--- config.mk ---
export PLATFORM = sky130hd
export DESIGN_NAME = i2c_eeprom_random_read_master_flat
export DESIGN_NICKNAME = d
export VERILOG_FILES = /design/src/rtl/i2cee_pkg.sv /design/src/rtl/i2cee_if.sv /design/src/rtl/i2c_eeprom_random_read_master.sv /design/src/rtl/i2cee_step.sv /design/src/flat_wrapper.sv
export VERILOG_INCLUDE_DIRS = /design/src /design/src/rtl
export SDC_FILE = /design/constraint.sdc
export NUM_CORES = 1
export LEC_CHECK = 0
export BUFFER_PORTS_ARGS = -buffer_cell sky130_fd_sc_hd__buf_2
export CAP_MARGIN = 10
export CORE_UTILIZATION = 30
export CTS_BUF_LIST = sky130_fd_sc_hd__clkbuf_4 sky130_fd_sc_hd__clkbuf_8
export DETAILED_ROUTE_END_ITERATION = 12
export GPL_TIMING_DRIVEN = 0
export SKIP_LAST_GASP = 1
export SLEW_MARGIN = 20
export SYNTH_ARGS = -nofsm -noshare
export SYNTH_HDL_FRONTEND = slang
export SYNTH_HIERARCHICAL = 1
export SYNTH_SLANG_ARGS = --single-unit
--- constraint.sdc ---
create_clock -name clk -period 4.7 [get_ports clk]
set_input_delay 0.235 -clock clk [delete_from_list [all_inputs] [get_ports clk]]
set_output_delay 0.235 -clock clk [all_outputs]
set_load 0.02 [all_outputs]
--- src/rtl/i2c_eeprom_random_read_master_defines.svh ---
// Assertion macros shared by the I2C EEPROM read master RTL.
// Uses the clk and rst_n names of the module that includes it.
`ifndef I2C_EEPROM_RANDOM_READ_MASTER_DEFINES_SVH
`define I2C_EEPROM_RANDOM_READ_MASTER_DEFINES_SVH

// Same-cycle implication, checked outside reset.
`define I2CEE_ASSERT_NOW(label, ante, cons, msg) \
  label: assert property (@(posedge clk) disable iff (!rst_n) (ante) |-> (cons)) \
    else $error(msg);

// Next-cycle implication, checked outside reset.
`define I2CEE_ASSERT_NEXT(label, ante, cons, msg) \
  label: assert property (@(posedge clk) disable iff (!rst_n) (ante) |=> (cons)) \
    else $error(msg);

`endif

--- src/rtl/i2cee_pkg.sv ---
// Package for the I2C EEPROM random read master: phase codes, state and
// result structs, and shared constants. Depends on nothing.
package i2cee_pkg;

  localparam logic [6:0] DEV_ADDR_RESET    = 7'd87;
  localparam int         MAX_BYTES_DEFAULT = 256;

  // Number of data bits in one byte; the ninth slot of a byte is the ack bit.
  localparam logic [3:0] BITS_PER_BYTE = 4'd8;

  localparam logic CMD_TICK  = 1'b0;
  localparam logic CMD_START = 1'b1;

  typedef enum logic [4:0] {
    PH_IDLE    = 5'd0,
    PH_START   = 5'd1,
    PH_DEVW    = 5'd2,
    PH_AHI     = 5'd3,
    PH_ALO     = 5'd4,
    PH_RESTART = 5'd5,
    PH_DEVR    = 5'd6,
    PH_RX      = 5'd7,
    PH_STOP    = 5'd8
  } phase_t;

  // Bus sequencer state, apart from the byte counter whose width is set by
  // a parameter.
  typedef struct packed {
    phase_t      phase;
    logic [1:0]  quarter;
    logic [3:0]  bit_cnt;
    logic [7:0]  shreg;
    logic [15:0] target;
    logic        error;
    logic        scl;
    logic        sda;
  } ctrl_t;

  typedef struct packed {
    logic       scl_release;
    logic       sda_release;
    logic       byte_valid;
    logic [7:0] read_byte;
    logic       last_byte;
    logic       done_res;
    logic       addr_nack;
    logic       busy_res;
  } result_t;

endpackage

--- src/rtl/i2cee_if.sv ---
// Valid/ready channel interfaces of the I2C EEPROM random read master:
// command input, bus-slot result output and device address write.
interface i2cee_in_if;
  logic        valid;
  logic        ready;
  logic        command;
  logic [15:0] mem_address;
  logic [8:0]  byte_count;
  logic        sda_in;

  modport source (output valid, command, mem_address, byte_count, sda_in, input ready);
  modport sink   (input valid, command, mem_address, byte_count, sda_in, output ready);
endinterface

interface i2cee_out_if;
  logic       valid;
  logic       ready;
  logic       scl_release;
  logic       sda_release;
  logic       byte_valid;
  logic [7:0] read_byte;
  logic       last_byte;
  logic       done_res;
  logic       addr_nack;
  logic       busy_res;

  modport source (output valid, scl_release, sda_release, byte_valid, read_byte,
                  last_byte, done_res, addr_nack, busy_res, input ready);
  modport sink   (input valid, scl_release, sda_release, byte_valid, read_byte,
                  last_byte, done_res, addr_nack, busy_res, output ready);
endinterface

interface i2cee_cfg_if;
  logic       valid;
  logic       ready;
  logic [6:0] slave_addr;

  modport source (output valid, slave_addr, input ready);
  modport sink   (input valid, slave_addr, output ready);
endinterface

--- src/rtl/i2c_eeprom_random_read_master.sv ---
// Top level of the I2C EEPROM random sequential read master.
// Depends on i2cee_pkg, the channel interfaces in i2cee_if.sv, i2cee_step
// and the assertion macros in i2c_eeprom_random_read_master_defines.svh.
//
// Usage: the in_ch channel carries one item per quarter-bit bus slot. An
// item with command set to start, sent while the master is idle, loads the
// 16-bit memory address and the byte count; every tick item then moves the
// bus by one quarter bit. Each accepted item yields exactly one item on
// out_ch, holding the SCL and SDA release levels for that slot, a received
// byte with its last flag, the done pulse, the address NACK flag and busy.
// The result of an item is in the output register on the cycle after it is
// accepted. Throughput is one item per cycle while out_ch does not stall; the
// sequencer state and the output register are written in the same cycle,
// so the loop through the step logic sets that figure.
// When out_ch stalls, the output register holds its item and in_ch.ready
// drops until the item is taken; in_ch.ready is high again in the same
// cycle that out_ch accepts, so no bubble is added.
// cfg_ch writes the seven-bit device address and is always ready; write it
// only while the master is idle.
// Reset (rst_n low, synchronous) returns the master to idle with both lines
// released, empties the output register and sets the device address to 87.

`include "i2c_eeprom_random_read_master_defines.svh"

module i2c_eeprom_random_read_master #(
  parameter int MAX_BYTES = i2cee_pkg::MAX_BYTES_DEFAULT
) (
  input logic         clk,
  input logic         rst_n,
  i2cee_in_if.sink    in_ch,
  i2cee_out_if.source out_ch,
  i2cee_cfg_if.sink   cfg_ch
);

  localparam int CNT_W = $clog2(MAX_BYTES + 1);

  // Sequencer state.
  i2cee_pkg::ctrl_t   ctrl_r;
  i2cee_pkg::ctrl_t   ctrl_nxt;
  logic [CNT_W-1:0]   left_r;
  logic [CNT_W-1:0]   left_nxt;
  logic [6:0]         dev_addr_r;

  // Output register.
  logic               out_valid_r;
  i2cee_pkg::result_t res_r;
  i2cee_pkg::result_t res_nxt;

  logic               in_fire;

  // The output register frees up in the cycle its item is taken.
  assign in_ch.ready = ~out_valid_r | out_ch.ready;
  assign in_fire     = in_ch.valid & in_ch.ready;
  assign cfg_ch.ready = 1'b1;

  i2cee_step #(
    .MAX_BYTES (MAX_BYTES)
  ) u_step (
    .ctrl_cur       (ctrl_r),
    .left_cur       (left_r),
    .command        (in_ch.command),
    .mem_address    (in_ch.mem_address),
    .byte_count     (in_ch.byte_count),
    .sda_in         (in_ch.sda_in),
    .slave_addr     (dev_addr_r),
    .ctrl_nxt       (ctrl_nxt),
    .left_nxt       (left_nxt),
    .res            (res_nxt)
  );

  always_ff @(posedge clk) begin
    if (!rst_n) begin
      ctrl_r.phase   <= i2cee_pkg::PH_IDLE;
      ctrl_r.quarter <= 2'd0;
      ctrl_r.bit_cnt <= 4'd0;
      ctrl_r.shreg   <= 8'd0;
      ctrl_r.target  <= 16'd0;
      ctrl_r.error   <= 1'b0;
      ctrl_r.scl     <= 1'b1;
      ctrl_r.sda     <= 1'b1;
      left_r         <= '0;
    end else if (in_fire) begin
      ctrl_r <= ctrl_nxt;
      left_r <= left_nxt;
    end
  end

  always_ff @(posedge clk) begin
    if (!rst_n) begin
      dev_addr_r <= i2cee_pkg::DEV_ADDR_RESET;
    end else if (cfg_ch.valid) begin
      dev_addr_r <= cfg_ch.slave_addr;
    end
  end

  always_ff @(posedge clk) begin
    if (!rst_n) begin
      out_valid_r <= 1'b0;
    end else if (in_fire) begin
      out_valid_r <= 1'b1;
    end else if (out_ch.ready) begin
      out_valid_r <= 1'b0;
    end
  end

  always_ff @(posedge clk) begin
    if (in_fire) begin
      res_r <= res_nxt;
    end
  end

  assign out_ch.valid       = out_valid_r;
  assign out_ch.scl_release = res_r.scl_release;
  assign out_ch.sda_release = res_r.sda_release;
  assign out_ch.byte_valid  = res_r.byte_valid;
  assign out_ch.read_byte   = res_r.read_byte;
  assign out_ch.last_byte   = res_r.last_byte;
  assign out_ch.done_res    = res_r.done_res;
  assign out_ch.addr_nack   = res_r.addr_nack;
  assign out_ch.busy_res    = res_r.busy_res;

  // The slot counter only runs while a transaction is open.
  `I2CEE_ASSERT_NOW(a_idle_slot_zero, ctrl_r.phase == i2cee_pkg::PH_IDLE,
    ctrl_r.quarter == 2'd0, "slot counter not zero while idle")

  // The bit counter never passes the ack slot.
  `I2CEE_ASSERT_NOW(a_bit_cnt_range, 1'b1,
    ctrl_r.bit_cnt <= i2cee_pkg::BITS_PER_BYTE, "bit counter out of range")

  // A start command during a transaction leaves the sequencer where it was.
  `I2CEE_ASSERT_NEXT(a_start_busy_ignored,
    in_fire && in_ch.command == i2cee_pkg::CMD_START &&
    ctrl_r.phase != i2cee_pkg::PH_IDLE,
    ctrl_r == $past(ctrl_r) && left_r == $past(left_r),
    "start while busy changed the sequencer state")

  // A received byte is only presented inside a running transaction.
  `I2CEE_ASSERT_NOW(a_byte_while_busy, out_valid_r && res_r.byte_valid,
    res_r.busy_res && !res_r.done_res, "byte presented outside a transaction")

  // While receiving, there is always at least one byte still owed.
  `I2CEE_ASSERT_NOW(a_rx_left_nonzero, ctrl_r.phase == i2cee_pkg::PH_RX,
    left_r != '0, "receive phase with no bytes left")

endmodule

--- src/rtl/i2cee_step.sv ---
// One quarter-bit step of the I2C read sequencer: next state and result
// from the current state and one item. Depends on i2cee_pkg.
module i2cee_step #(
  parameter int MAX_BYTES = i2cee_pkg::MAX_BYTES_DEFAULT
) (
  input  i2cee_pkg::ctrl_t                  ctrl_cur,
  input  logic [$clog2(MAX_BYTES+1)-1:0]    left_cur,
  input  logic                              command,
  input  logic [15:0]                       mem_address,
  input  logic [8:0]                        byte_count,
  input  logic                              sda_in,
  input  logic [6:0]                        slave_addr,
  output i2cee_pkg::ctrl_t                  ctrl_nxt,
  output logic [$clog2(MAX_BYTES+1)-1:0]    left_nxt,
  output i2cee_pkg::result_t                res
);

  localparam int CNT_W = $clog2(MAX_BYTES + 1);

  logic             last_q;
  logic             use_slot;
  logic             slot_v;
  logic             left_le1;
  logic             valid;
  logic             done;
  logic [7:0]       rbyte;
  logic             lastb;
  logic [8:0]       cnt;
  i2cee_pkg::ctrl_t n;
  logic [CNT_W-1:0] left_n;

  assign last_q   = (ctrl_cur.quarter == 2'd3);
  assign left_le1 = (left_cur <= CNT_W'(1));

  always_comb begin
    n        = ctrl_cur;
    left_n   = left_cur;
    use_slot = 1'b0;
    slot_v   = 1'b1;
    valid    = 1'b0;
    done     = 1'b0;
    rbyte    = 8'd0;
    lastb    = 1'b0;
    cnt      = (byte_count == 9'd0) ? 9'd1 : byte_count;

    if (command == i2cee_pkg::CMD_START) begin
      // A start while a transaction runs is dropped.
      if (ctrl_cur.phase == i2cee_pkg::PH_IDLE) begin
        if (32'(cnt) > 32'(MAX_BYTES)) begin
          left_n = CNT_W'(MAX_BYTES);
        end else begin
          left_n = CNT_W'(cnt);
        end
        n.target  = mem_address;
        n.error   = 1'b0;
        n.bit_cnt = 4'd0;
        n.shreg   = 8'd0;
        n.quarter = 2'd0;
        n.phase   = i2cee_pkg::PH_START;
      end
    end else begin
      case (ctrl_cur.phase)
        i2cee_pkg::PH_IDLE: begin
          n.scl = 1'b1;
          n.sda = 1'b1;
        end
        i2cee_pkg::PH_START: begin
          n.scl = 1'b1;
          n.sda = ~ctrl_cur.quarter[1];
          if (last_q) begin
            n.phase   = i2cee_pkg::PH_DEVW;
            n.shreg   = {slave_addr, 1'b0};
            n.bit_cnt = 4'd0;
          end
        end
        i2cee_pkg::PH_DEVW, i2cee_pkg::PH_AHI, i2cee_pkg::PH_ALO,
        i2cee_pkg::PH_DEVR: begin
          use_slot = 1'b1;
          if (ctrl_cur.bit_cnt < i2cee_pkg::BITS_PER_BYTE) begin
            slot_v = ctrl_cur.shreg[7];
            if (last_q) begin
              n.shreg   = {ctrl_cur.shreg[6:0], 1'b0};
              n.bit_cnt = ctrl_cur.bit_cnt + 4'd1;
            end
          end else begin
            // Ack slot: release SDA and look for the slave's ack.
            slot_v = 1'b1;
            if (ctrl_cur.quarter == 2'd2 && sda_in) begin
              n.error = 1'b1;
            end
            if (last_q) begin
              n.bit_cnt = 4'd0;
              if (n.error) begin
                n.phase = i2cee_pkg::PH_STOP;
              end else if (ctrl_cur.phase == i2cee_pkg::PH_DEVW) begin
                n.phase = i2cee_pkg::PH_AHI;
                n.shreg = ctrl_cur.target[15:8];
              end else if (ctrl_cur.phase == i2cee_pkg::PH_AHI) begin
                n.phase = i2cee_pkg::PH_ALO;
                n.shreg = ctrl_cur.target[7:0];
              end else if (ctrl_cur.phase == i2cee_pkg::PH_ALO) begin
                n.phase = i2cee_pkg::PH_RESTART;
              end else begin
                n.phase = i2cee_pkg::PH_RX;
                n.shreg = 8'd0;
              end
            end
          end
        end
        i2cee_pkg::PH_RESTART: begin
          case (ctrl_cur.quarter)
            2'd0:    begin n.scl = 1'b0; end
            2'd1:    begin n.scl = 1'b0; n.sda = 1'b1; end
            2'd2:    begin n.scl = 1'b1; n.sda = 1'b1; end
            default: begin n.scl = 1'b1; n.sda = 1'b0; end
          endcase
          if (last_q) begin
            n.phase   = i2cee_pkg::PH_DEVR;
            n.shreg   = {slave_addr, 1'b1};
            n.bit_cnt = 4'd0;
          end
        end
        i2cee_pkg::PH_RX: begin
          use_slot = 1'b1;
          if (ctrl_cur.bit_cnt < i2cee_pkg::BITS_PER_BYTE) begin
            slot_v = 1'b1;
            if (ctrl_cur.quarter == 2'd2) begin
              n.shreg = {ctrl_cur.shreg[6:0], sda_in};
            end
            if (last_q) begin
              n.bit_cnt = ctrl_cur.bit_cnt + 4'd1;
              if (n.bit_cnt == i2cee_pkg::BITS_PER_BYTE) begin
                valid = 1'b1;
                rbyte = ctrl_cur.shreg;
                lastb = left_le1;
              end
            end
          end else begin
            // Master ack for all but the last byte, NACK after it.
            slot_v = left_le1;
            if (last_q) begin
              n.bit_cnt = 4'd0;
              n.shreg   = 8'd0;
              if (left_le1) begin
                left_n  = '0;
                n.phase = i2cee_pkg::PH_STOP;
              end else begin
                left_n = left_cur - CNT_W'(1);
              end
            end
          end
        end
        i2cee_pkg::PH_STOP: begin
          case (ctrl_cur.quarter)
            2'd0:    begin n.scl = 1'b0; end
            2'd1:    begin n.scl = 1'b0; n.sda = 1'b0; end
            2'd2:    begin n.scl = 1'b1; n.sda = 1'b0; end
            default: begin n.scl = 1'b1; n.sda = 1'b1; end
          endcase
          if (last_q) begin
            done    = 1'b1;
            n.phase = i2cee_pkg::PH_IDLE;
          end
        end
        default: begin
          n.phase = i2cee_pkg::PH_IDLE;
          n.scl   = 1'b1;
          n.sda   = 1'b1;
        end
      endcase

      if (use_slot) begin
        n.scl = ctrl_cur.quarter[1];
        if (ctrl_cur.quarter != 2'd0) begin
          n.sda = slot_v;
        end
      end

      if (n.phase == i2cee_pkg::PH_IDLE) begin
        n.quarter = 2'd0;
      end else begin
        n.quarter = ctrl_cur.quarter + 2'd1;
      end
    end
  end

  assign ctrl_nxt = n;
  assign left_nxt = left_n;

  assign res.scl_release = n.scl;
  assign res.sda_release = n.sda;
  assign res.byte_valid  = valid;
  assign res.read_byte   = rbyte;
  assign res.last_byte   = lastb;
  assign res.done_res    = done;
  assign res.addr_nack   = n.error;
  assign res.busy_res    = (n.phase != i2cee_pkg::PH_IDLE);

endmodule

--- src/flat_wrapper.sv ---
// flat-port wrapper written by rule: the top's interface ports become plain ports
module i2c_eeprom_random_read_master_flat 
#(
  parameter int MAX_BYTES = i2cee_pkg::MAX_BYTES_DEFAULT
)
  (clk, rst_n, in_ch_valid, in_ch_command, in_ch_mem_address, in_ch_byte_count, in_ch_sda_in, in_ch_ready, out_ch_valid, out_ch_scl_release, out_ch_sda_release, out_ch_byte_valid, out_ch_read_byte, out_ch_last_byte, out_ch_done_res, out_ch_addr_nack, out_ch_busy_res, out_ch_ready, cfg_ch_valid, cfg_ch_slave_addr, cfg_ch_ready);
  i2cee_in_if in_ch_i ();
  i2cee_out_if out_ch_i ();
  i2cee_cfg_if cfg_ch_i ();
  input logic clk;
  input logic rst_n;
  input wire logic [$bits(in_ch_i.valid)-1:0] in_ch_valid;
  input wire logic [$bits(in_ch_i.command)-1:0] in_ch_command;
  input wire logic [$bits(in_ch_i.mem_address)-1:0] in_ch_mem_address;
  input wire logic [$bits(in_ch_i.byte_count)-1:0] in_ch_byte_count;
  input wire logic [$bits(in_ch_i.sda_in)-1:0] in_ch_sda_in;
  output wire logic [$bits(in_ch_i.ready)-1:0] in_ch_ready;
  output wire logic [$bits(out_ch_i.valid)-1:0] out_ch_valid;
  output wire logic [$bits(out_ch_i.scl_release)-1:0] out_ch_scl_release;
  output wire logic [$bits(out_ch_i.sda_release)-1:0] out_ch_sda_release;
  output wire logic [$bits(out_ch_i.byte_valid)-1:0] out_ch_byte_valid;
  output wire logic [$bits(out_ch_i.read_byte)-1:0] out_ch_read_byte;
  output wire logic [$bits(out_ch_i.last_byte)-1:0] out_ch_last_byte;
  output wire logic [$bits(out_ch_i.done_res)-1:0] out_ch_done_res;
  output wire logic [$bits(out_ch_i.addr_nack)-1:0] out_ch_addr_nack;
  output wire logic [$bits(out_ch_i.busy_res)-1:0] out_ch_busy_res;
  input wire logic [$bits(out_ch_i.ready)-1:0] out_ch_ready;
  input wire logic [$bits(cfg_ch_i.valid)-1:0] cfg_ch_valid;
  input wire logic [$bits(cfg_ch_i.slave_addr)-1:0] cfg_ch_slave_addr;
  output wire logic [$bits(cfg_ch_i.ready)-1:0] cfg_ch_ready;
  assign in_ch_i.valid = in_ch_valid;
  assign in_ch_i.command = in_ch_command;
  assign in_ch_i.mem_address = in_ch_mem_address;
  assign in_ch_i.byte_count = in_ch_byte_count;
  assign in_ch_i.sda_in = in_ch_sda_in;
  assign in_ch_ready = in_ch_i.ready;
  assign out_ch_valid = out_ch_i.valid;
  assign out_ch_scl_release = out_ch_i.scl_release;
  assign out_ch_sda_release = out_ch_i.sda_release;
  assign out_ch_byte_valid = out_ch_i.byte_valid;
  assign out_ch_read_byte = out_ch_i.read_byte;
  assign out_ch_last_byte = out_ch_i.last_byte;
  assign out_ch_done_res = out_ch_i.done_res;
  assign out_ch_addr_nack = out_ch_i.addr_nack;
  assign out_ch_busy_res = out_ch_i.busy_res;
  assign out_ch_i.ready = out_ch_ready;
  assign cfg_ch_i.valid = cfg_ch_valid;
  assign cfg_ch_i.slave_addr = cfg_ch_slave_addr;
  assign cfg_ch_ready = cfg_ch_i.ready;
  i2c_eeprom_random_read_master #(.MAX_BYTES(MAX_BYTES)) u_core (.clk(clk), .rst_n(rst_n), .in_ch(in_ch_i), .out_ch(out_ch_i), .cfg_ch(cfg_ch_i));
endmodule
==> results_dict.tcl, run 1 <==
set metrics [dict create \
    place.detailed.hpwl_um 11100 \
    die_w_um 132 \
    grt_pass1_vias 4662 \
    io_buffers 52 \
    nets 774 \
    clk_pin_slew_ns 0.07 \
    holdPathStages 3 \
    numCtsBuffers 9 \
    violations "design-rule violations" \
    p_leak_nw 2.25 \
    core_um2 16500 \
    h-tree-depth 3 \
    area_growth_pct 14.0 \
    yosys.area.top_type "dfxtp_1" \
    synthArstFlopShare_pct 0 \
    clk_latency_ns 0.38 \
    vias_per_cell 5.27 \
    fp.dieH_um 132 \
    outcome "finished, violations left" \
    overflow 0 \
    ir_drop_uv 109 \
    grt_max_degree 25 \
    criticalPathCategory "register to register" \
    fmax_ghz 0.339 \
    final_area_um2 5760 \
    end_kind "register" \
    period_share_pct 62.8 \
    min_period_ns 2.95 \
    rsz0062_at_grt "false" \
    yosysSeqAreaShare_pct 30.7 \
    ys_ff_latch 70 \
    cts_sinks 70 \
    maxSlewHeadroom_pct 38.5 \
    drt-initial-drc-count 487 \
    wl_per_cell_um 16.3 \
    row_count 47 \
    initial_core_util_pct 30.6 \
    min_from "cfg_ch_slave_addr[4]" \
    track_usage_pct 18.1 \
    vias 5010 \
    ff2ff_path_depth 10 \
    p_per_area_nw_per_um2 231 \
    critPathMaxFanout 10 \
    fin_skew_ns 0.0119 \
    cts_resized 0 \
    rr_startpoint "u_core/ctrl_r[32]" \
    postRouteAntennaNets 0 \
    dieArea_um2 17400 \
    arrival_ns 3.26 \
    antenna_found_initial 0 \
    syn_inst 663 \
    hold_path_end "u_core/dev_addr_r[4]" \
    cts_hold_buf 0 \
    fin_setup_tns_ns 0 \
    io_pins 57 \
    gp_congestion 0.905 \
    ff2ff_setup_slack_ns 1.75 \
    synth_area_um2 5050 \
    route.detailed.drc 2 \
    tightestPinTransition_ns 0.910 \
    synth_nets 711 \
    avgSynthCellArea_um2 7.62 \
    timing.rr.end "u_core/ctrl_r[24]" \
    drt_wl_total_um 15500 \
    grt_first_pass_wirelength_um 24600 \
    slew_viol_final 0 \
    tritoncts "built" \
    drive_gt1_share_pct 14.2 \
    synth_edf_count 15 \
    crit_required_ns 5.00 \
    clock_tree.root_cell "clkbuf_8" \
    first_pass_iters 9 \
    diodes 0 \
    critPathLaunchType "register" \
    synth_cell_types 69 \
    layout_commonest_cell "nand2_1" \
    clock_path_buffers 2 \
    synthTopCellsByArea "dfxtp_1, mux2i_1, nand2_1, edfxtp_1, a21oi_1" \
    post_cts_buffers 0 \
    final_cell_mix "nand2_1, mux2i_1, buf_2" \
    synthFlopType "dfxtp_1" \
    synth_top_area_share_pct 21.8 \
    maxCapViolCount 0 \
    hold_viol_final 0 \
    synth_warnings 6 \
    hold_class "input pin to register" \
    dpl_cell_area_um2 5590 \
    setup_viol 0 \
]
## cell type report
cell class	count	area [um2]
Timing Repair Buffer	52	260
Clock buffer	11	139
Clock inverter	5	26.3
Buffer	57	289
Fill cell	1774	10800
Inverter	15	56.3
Multi-Input combinational cell	521	3160
Tap cell	220	275
Sequential cell	70	1550
## worst max-delay path, cell delays in order (launching register included)
cell      delay, ns
dfxtp_1        0.46
ha_1           0.19
clkbuf_1       0.42
clkbuf_1       0.52
clkbuf_1       0.52
nand2_1        0.10
a21oi_1        0.19
a31oi_1        0.07
o211ai_1       0.18
nand2_1        0.09
mux2i_1        0.14
## Yosys cell counts, types with 3 or more instances
library cell / instances
mux2i_1: 70
nor3b_1: 7
o21bai_1: 4
inv_1: 15
a32oi_1: 3
nor4_1: 3
buf_2: 14
o21ai_1: 7
nor2b_1: 6
a211oi_1: 5
or4_1: 3
nand2b_1: 6
ha_1: 9
edfxtp_1: 15
a211o_1: 3
buf_4: 7
nor2_1: 26
and2_1: 12
nand3_1: 14
clkbuf_1: 31
a221o_1: 10
o22ai_1: 4
buf_6: 4
dfxtp_1: 55
a21oi_1: 35
nand4_1: 5
nand2_1: 186
a31oi_1: 11
nor3_1: 14
o221ai_1: 4
o211ai_1: 7
o21ai_0: 22
## cells by family after synthesis
group / after synthesis / synth area share, %
other: 1 / 0.0743
buffers and inverters: 72 / 6.84
DFF: 70 / 30.7
muxes: 71 / 14.1
and+or+nand+nor: 304 / 28.0
AOI/OAI and AO/OA: 134 / 17.7
xor gates and xnor gates: 2 / 0.347
adders and majority gates: 9 / 2.23
## sequential cells by signal (all words and copies together) (netlist names)
signal,flops
u_core/out_ch.busy_res,1
u_core/out_ch.byte_valid,1
u_core/out_ch.read_byte,8
u_core/out_ch.done_res,1
u_core/dev_addr_r,7
u_core/out_ch.addr_nack,1
u_core/out_ch.last_byte,1
u_core/out_ch.sda_release,1
u_core/out_ch.scl_release,1
u_core/ctrl_r,38
u_core/left_r,9
u_core/out_ch.valid,1
## per-stage QoR
step	total power, mW	utilization, %	hold slack (ns)	setup slack [ns]	std cells
finish	1.33	34.8	0.0804	1.75	951
global route	1.40	34.8	0.0732	1.53	951
global placement	0.907	33.8	0.440	1.77	935
floorplan	0.828	-	0.363	2.57	663
detailed placement	0.908	33.8	0.449	1.87	935
CTS	1.35	34.8	0.0654	1.83	951
## per-layer routing
metal / global-route usage (%) / wire (um)
met1: 24.4 / 7330
met2: 27.8 / 6790
met3: 4.69 / 1040
met4: 6.20 / 321
met5: 0 / 0
## report_power, final
group | internal (mW) | leakage (nW) | switching, mW
combinational | 0.0879 | 1.56 | 0.150
clock | 0.199 | 0.0874 | 0.235
sequential | 0.639 | 0.595 | 0.0186
total | 0.925 | 2.25 | 0.404
## worst max-delay path by stage
stage	startpoint	endpoint	slack, ns	cells past startpoint
detailed placement	u_core/ctrl_r[32]	u_core/ctrl_r[0]	1.87	8
global placement	u_core/ctrl_r[32]	u_core/ctrl_r[0]	1.77	8
CTS	u_core/ctrl_r[32]	u_core/ctrl_r[0]	1.83	8
floorplan	u_core/ctrl_r[31]	u_core/ctrl_r[23]	2.57	9
finish	u_core/ctrl_r[32]	u_core/ctrl_r[24]	1.75	10
global route	u_core/ctrl_r[32]	u_core/ctrl_r[25]	1.53	10
Note: power is estimated with default switching activity, not from simulation.
==> run 2, diff against run 1 <==
Clock period 4.7 ns to 2.6 ns, I/O delays scaled along.
==> run 2 against run 1 <==
The flow still finishes with violations (design-rule violations). Fmax increased by 19%. Routed wire length increased by 0.17%. Non-clock buffer count increased by 4.
==> results_dict.tcl, run 2 (synthesized netlist as in run 1, its figures left out) <==
set metrics [dict create \
    worst-path-buf-inv 2 \
    arrival_ns 2.61 \
    hold_class "input pin to register" \
    timing.rr.end "u_core/out_ch.sda_release" \
    row_count 47 \
    violations "design-rule violations" \
    slew_viol_final 0 \
    fp.dieH_um 132 \
    min_period_ns 2.48 \
    ff2ff_path_depth 7 \
    cp_slowest_cell "or3b_1" \
    p_per_area_nw_per_um2 413 \
    numCtsBuffers 9 \
    clk_latency_ns 0.38 \
    p_seq_share_pct 49.4 \
    clock_tree.root_cell "clkbuf_8" \
    rsz0062_at_grt "false" \
    track_usage_pct 18.1 \
    utilization_pct 35.3 \
    layout_commonest_cell "nand2_1" \
    drt_wl_total_um 15500 \
    slowest_delay_ns 0.43 \
    p_int_mw 1.68 \
    hold_viol_final 0 \
    ff2ff_setup_slack_ns 0.12 \
    initial_core_util_pct 30.6 \
    drive_gt1_share_pct 14.8 \
    crit_end "u_core/out_ch.sda_release" \
    p_leak_nw 2.27 \
    grt_max_degree 25 \
    overflow 0 \
    postRouteAntennaNets 0 \
    critPathMaxFanout 10 \
    fmax_ghz 0.403 \
    tritoncts "built" \
    fin_ws_ns 0.120 \
    nets 778 \
    place.detailed.hpwl_um 11100 \
    fin_skew_ns 0.0121 \
    rr_startpoint "u_core/ctrl_r[36]" \
    dpl_cell_area_um2 5590 \
    gp_congestion 0.905 \
    dieArea_um2 17400 \
    final_cell_count_no_fill 955 \
    fin_setup_tns_ns 0 \
    multi_input_area_um2 3180 \
    tightestPinTransition_ns 0.876 \
    crit_required_ns 2.73 \
    critical_path.top_delay_family "compound AO/OA/AOI/OAI gates" \
    grt_first_pass_wirelength_um 24700 \
    io_pins 57 \
    p_comb_share_pct 18.1 \
    clk_pin_slew_ns 0.07 \
    final_cell_mix "nand2_1, mux2i_1, buf_2" \
    die_w_um 132 \
    p_clk_share_pct 32.5 \
    min_from "cfg_ch_slave_addr[3]" \
    cts_sinks 70 \
    route.detailed.drc 2 \
    h-tree-depth 3 \
    drt-initial-drc-count 488 \
    final_area_um2 5830 \
    end_kind "register" \
    vias_per_cell 5.25 \
    place_inst 935 \
    dpl_worst_slack_ns -0.228 \
    maxCapViolCount 0 \
    setup_viol 0 \
    clock_path_buffers 2 \
    fillers 1770 \
    antenna_found_initial 0 \
    period_share_pct 95.4 \
    critPathLaunchType "register" \
    wl_per_cell_um 16.2 \
    ir_drop_uv 196 \
    switching_share_pct 30.3 \
    diodes 0 \
    hold_ws_ns 0.0245 \
    cp.depth 7 \
    p_sw_mw 0.730 \
    maxSlewHeadroom_pct 40.8 \
    outcome "finished, violations left" \
    largest_register "u_core/ctrl_r" \
    grt_pass1_vias 4718 \
    startpoint "u_core/ctrl_r[36]" \
    finalPower_mw 2.41 \
    core_um2 16500 \
    largest_reg_flops 38 \
    vias 5013 \
    area_growth_pct 15.4 \
    first_pass_iters 9 \
    path_cells "buf_2 > nor2_4 > o21ai_1 > or3b_1 > a222oi_1 > o31ai_1 > buf_4" \
    seq_area_um2 1550 \
    criticalPathCategory "register to register" \
    io_buffers 52 \
]
==> run 2: changes by cell type in the layout (fill, tap and decap cells not counted), sizes merged <==
cell | previous run | this run
clkbuf | 43 | 42
dlygate4sd3 | 0 | 5
==> run 2: area by class of cell <==
cell class	count	area share, %
repair buffers	57	5.33
flip-flops and latches	70	26.6
plain buffers	56	4.96
inverters	15	0.966
clock buffers	11	2.38
well taps	220	4.72
clock inverters	5	0.451
multi-input cells	521	54.6
==> run 2: layer usage <==
layer | GRT usage [%] | part of all wire (%) | wire [um] | up-vias
met3 | 4.81 | 7.8 | 1210 | 19
li1 | - | - | - | 2469
met2 | 27.8 | 44 | 6830 | 198
met4 | 6.52 | 1.8 | 277 | 0
met5 | 0 | 0 | 0 | -
met1 | 24.4 | 46 | 7190 | 2327
==> run 2: power by group through the flow <==
stage	sequential, mW	clock, mW	combinational [mW]
after detailed placement	1.21	0	0.428
after CTS	1.19	0.819	0.435
after floorplan	1.22	0	0.276
final	1.19	0.783	0.436
after global placement	1.21	0	0.428
after global routing	1.19	0.861	0.476
==> run 2: worst min path at each step <==
stage                                      end  slack (ns)  cells after the start
after CTS                 u_core/dev_addr_r[3]       0.005                      3
after floorplan           u_core/dev_addr_r[0]        0.26                      2
final                     u_core/dev_addr_r[3]        0.02                      3
after detailed placement  u_core/dev_addr_r[1]        0.35                      3
after global routing      u_core/dev_addr_r[3]       0.005                      3
after global placement    u_core/dev_addr_r[4]        0.35                      3
==> run 2: tightest hold or removal path, stage by stage <==
cell and delay (ns):
buf_2 0.07, mux2i_1 0.05, nor2b_1 0.10
==> run 2: what timing repair did <==
item / in CTS / in global routing
setup endpoints to repair: 25 / 32
hold buffers: 5 / 0
hold endpoints to repair: 5 / 0
gates resized for setup: 5 / 3
buffers inserted: 0 / 0
==> run 3, diff against run 2 <==
Settings changed: ABC_AREA set to 1, SYNTH_HIERARCHICAL 1 to unset.
==> run 3 against run 2 <==
The run now ends clean. Critical endpoint is now u_core.ctrl_r[20]. Global-route usage down 1.5 points. Largest cell class unchanged. Clock skew down 0.0017 ns. Fmax up 6.5%. Critical path type unchanged.
==> results_dict.tcl, run 3 <==
set metrics [dict create \
    outcome "finished, final reports clean" \
    wl_per_cell_um 13.2 \
    slew_viol_final 0 \
    synth_area_um2 3800 \
    end_kind "register" \
    h-tree-depth 3 \
    maxCapViolCount 0 \
    fin_setup_tns_ns 0 \
    place.detailed.hpwl_um 7720 \
    slowest_delay_ns 0.65 \
    critical_path.top_delay_family "simple AND/OR/NAND/NOR gates" \
    cp_slowest_cell "inv_1" \
    core_um2 12200 \
    grt_pass1_vias 3570 \
    p_per_area_nw_per_um2 581 \
    fp.dieH_um 115 \
    drt-initial-drc-count 173 \
    synth_most_common_cell "nand2_1" \
    maxSlewHeadroom_pct 44.9 \
    final_cell_mix "nand2_1, nor2_1, buf_2" \
    yosys-top-cells-count "nand2_1, nor2_1, dfxtp_1" \
    antenna_found_initial 0 \
    timing.rr.end "u_core.ctrl_r[20]" \
    largest_reg_flops 38 \
    tritoncts "built" \
    row_count 40 \
    hold_viol_final 0 \
    critPathLaunchType "register" \
    p_leak_nw 1.99 \
    clk_pin_slew_ns 0.08 \
    utilization_pct 38.0 \
    io_pins 57 \
    ir_drop_uv 249 \
    diodes 0 \
    finalPower_mw 2.68 \
    setup_viol 0 \
    vias 3745 \
    clock_tree.root_cell "clkbuf_8" \
    dieArea_um2 13100 \
    critPathMaxFanout 19 \
    synth_nets 576 \
    cp.depth 10 \
    crit_end "u_core.ctrl_r[20]" \
    rr_startpoint "u_core.out_ch.valid" \
    route.detailed.drc 0 \
    grt_first_pass_wirelength_um 17000 \
    rsz0062_at_grt "false" \
    synthTopCellsByArea "dfxtp_1, edfxtp_1, nand2_1, nor2_1, o21ai_0" \
    numCtsBuffers 9 \
    synth_cell_types 42 \
    gp_congestion 0.888 \
    first_pass_iters 5 \
    area_growth_pct 21.5 \
    yosysSeqAreaShare_pct 40.8 \
    track_usage_pct 16.6 \
    initial_core_util_pct 31.2 \
    largest_register "u_core.ctrl_r" \
    ff2ff_setup_slack_ns 0.27 \
    synthArstFlopShare_pct 0 \
    ys_ff_latch 70 \
    clock_path_buffers 2 \
    crit_path_frequent_cell "nand2_1" \
    layout_commonest_cell "nand2_1" \
    yosys.area.top_type "dfxtp_1" \
    cts_sinks 70 \
    period_share_pct 89.6 \
    postRouteAntennaNets 0 \
    drive_gt1_share_pct 18.3 \
    synthFlopType "dfxtp_1" \
    io_buffers 53 \
    drt_wl_total_um 10300 \
    avgSynthCellArea_um2 7.18 \
    fin_skew_ns 0.0104 \
    crit_required_ns 2.83 \
    path_cells "nand2_1 > nand2_1 > inv_1 > nand2_2 > a21oi_2 > nand4_2 > nor2_8 > inv_4 > nand2_1 > a21oi_1" \
    clk_latency_ns 0.37 \
    fmax_ghz 0.429 \
    seq_area_um2 1550 \
    synth_edf_count 15 \
    syn_inst 529 \
    nets 653 \
    vias_per_cell 4.81 \
    worst-path-buf-inv 2 \
    multi_input_area_um2 1940 \
    synth_top_area_share_pct 29.0 \
    criticalPathCategory "register to register" \
    grt_max_degree 20 \
    fillers 1283 \
    synth_warnings 0 \
    overflow 0 \
    ff2ff_path_depth 10 \
    min_period_ns 2.33 \
    tightestPinTransition_ns 0.825 \
    arrival_ns 2.56 \
    startpoint "u_core.out_ch.valid" \
    die_w_um 115 \
    hold_class "input pin to register" \
]
-- run 3: cell count changes in the layout (fill, tap and decap cells not counted), sizes merged, moves of 19 or more --
cell	before	now
nand3	14	33
inv	15	60
nor2	27	82
clkbuf	42	19
nand2	186	123
mux2i	70	0
o21ai	29	51
-- run 3: logic make-up after synthesis --
| logic type | synth area share (%) |
|---|---|
| AND/OR/NAND/NOR | 29.8 |
| flip-flops | 40.8 |
| other | 0.0987 |
| XOR/XNOR | 1.38 |
| adder cells (fa/ha/maj) | 2.64 |
| AO/OA/AOI/OAI | 17.2 |
| buffers and inverters | 8.07 |
-- run 3: worst min-delay path: stages --
cell and delay [ns]:
buf_2 0.08, nor2_1 0.04, nor2_1 0.08
-- run 3: how the worst min path moves through the flow --
stage                               start  depth (start not counted)                    to
global placement     cfg_ch_slave_addr[2]                          3  u_core.dev_addr_r[2]
detailed placement   cfg_ch_slave_addr[6]                          3  u_core.dev_addr_r[6]
CTS                  in_ch_mem_address[0]                          3      u_core.ctrl_r[3]
floorplan            cfg_ch_slave_addr[0]                          2  u_core.dev_addr_r[0]
global route         in_ch_mem_address[7]                          3     u_core.ctrl_r[10]
finish              in_ch_mem_address[14]                          3     u_core.ctrl_r[17]
-- run 3: stage by stage --
step / std cells / setup slack [ns] / cell area (um2) / hold WS [ns]
final: 779 / 0.271 / 4620 / 0.00151
after global routing: 779 / 0.0389 / 4620 / 0.0385
after CTS: 779 / 0.252 / 4620 / 0.00265
after detailed placement: 750 / 0.262 / 4270 / 0.350
after global placement: 750 / 0.320 / 4270 / 0.343
after floorplan: 529 / 0.499 / 3800 / 0.252
-- run 3: timing repair --
item,4_1_cts,5_1_grt
hold buffers,13,0
endpoints found under the hold margin,13,0
buffers inserted,0,0
resized for setup,0,0
-- run 3: per-layer routing --
layer | wire, um | global-route usage [%] | part of all wire, % | vias to the layer above
met5 | 0 | 0 | 0 | -
met1 | 4910 | 22.0 | 48 | 1709
li1 | - | - | - | 1902
met4 | 183 | 6.49 | 1.8 | 0
met3 | 654 | 3.12 | 6.4 | 15
met2 | 4550 | 26.7 | 44 | 119
-- run 3: power breakdown --
group / total [mW] / internal, mW / switching [mW] / leakage [nW]
clock network: 0.968 / 0.533 / 0.435 / 0.106
registers: 1.21 / 1.17 / 0.0403 / 0.599
logic: 0.498 / 0.171 / 0.327 / 1.29
-- run 3: cell type report --
type | instances | share of cell area [%]
Multi-Input combinational cell | 382 | 42.0
Sequential cell | 70 | 33.6
Timing Repair Buffer | 66 | 8.56
Inverter | 61 | 5.12
Tap cell | 168 | 4.55
Clock buffer | 9 | 2.68
Clock inverter | 7 | 1.92
Buffer | 16 | 1.52
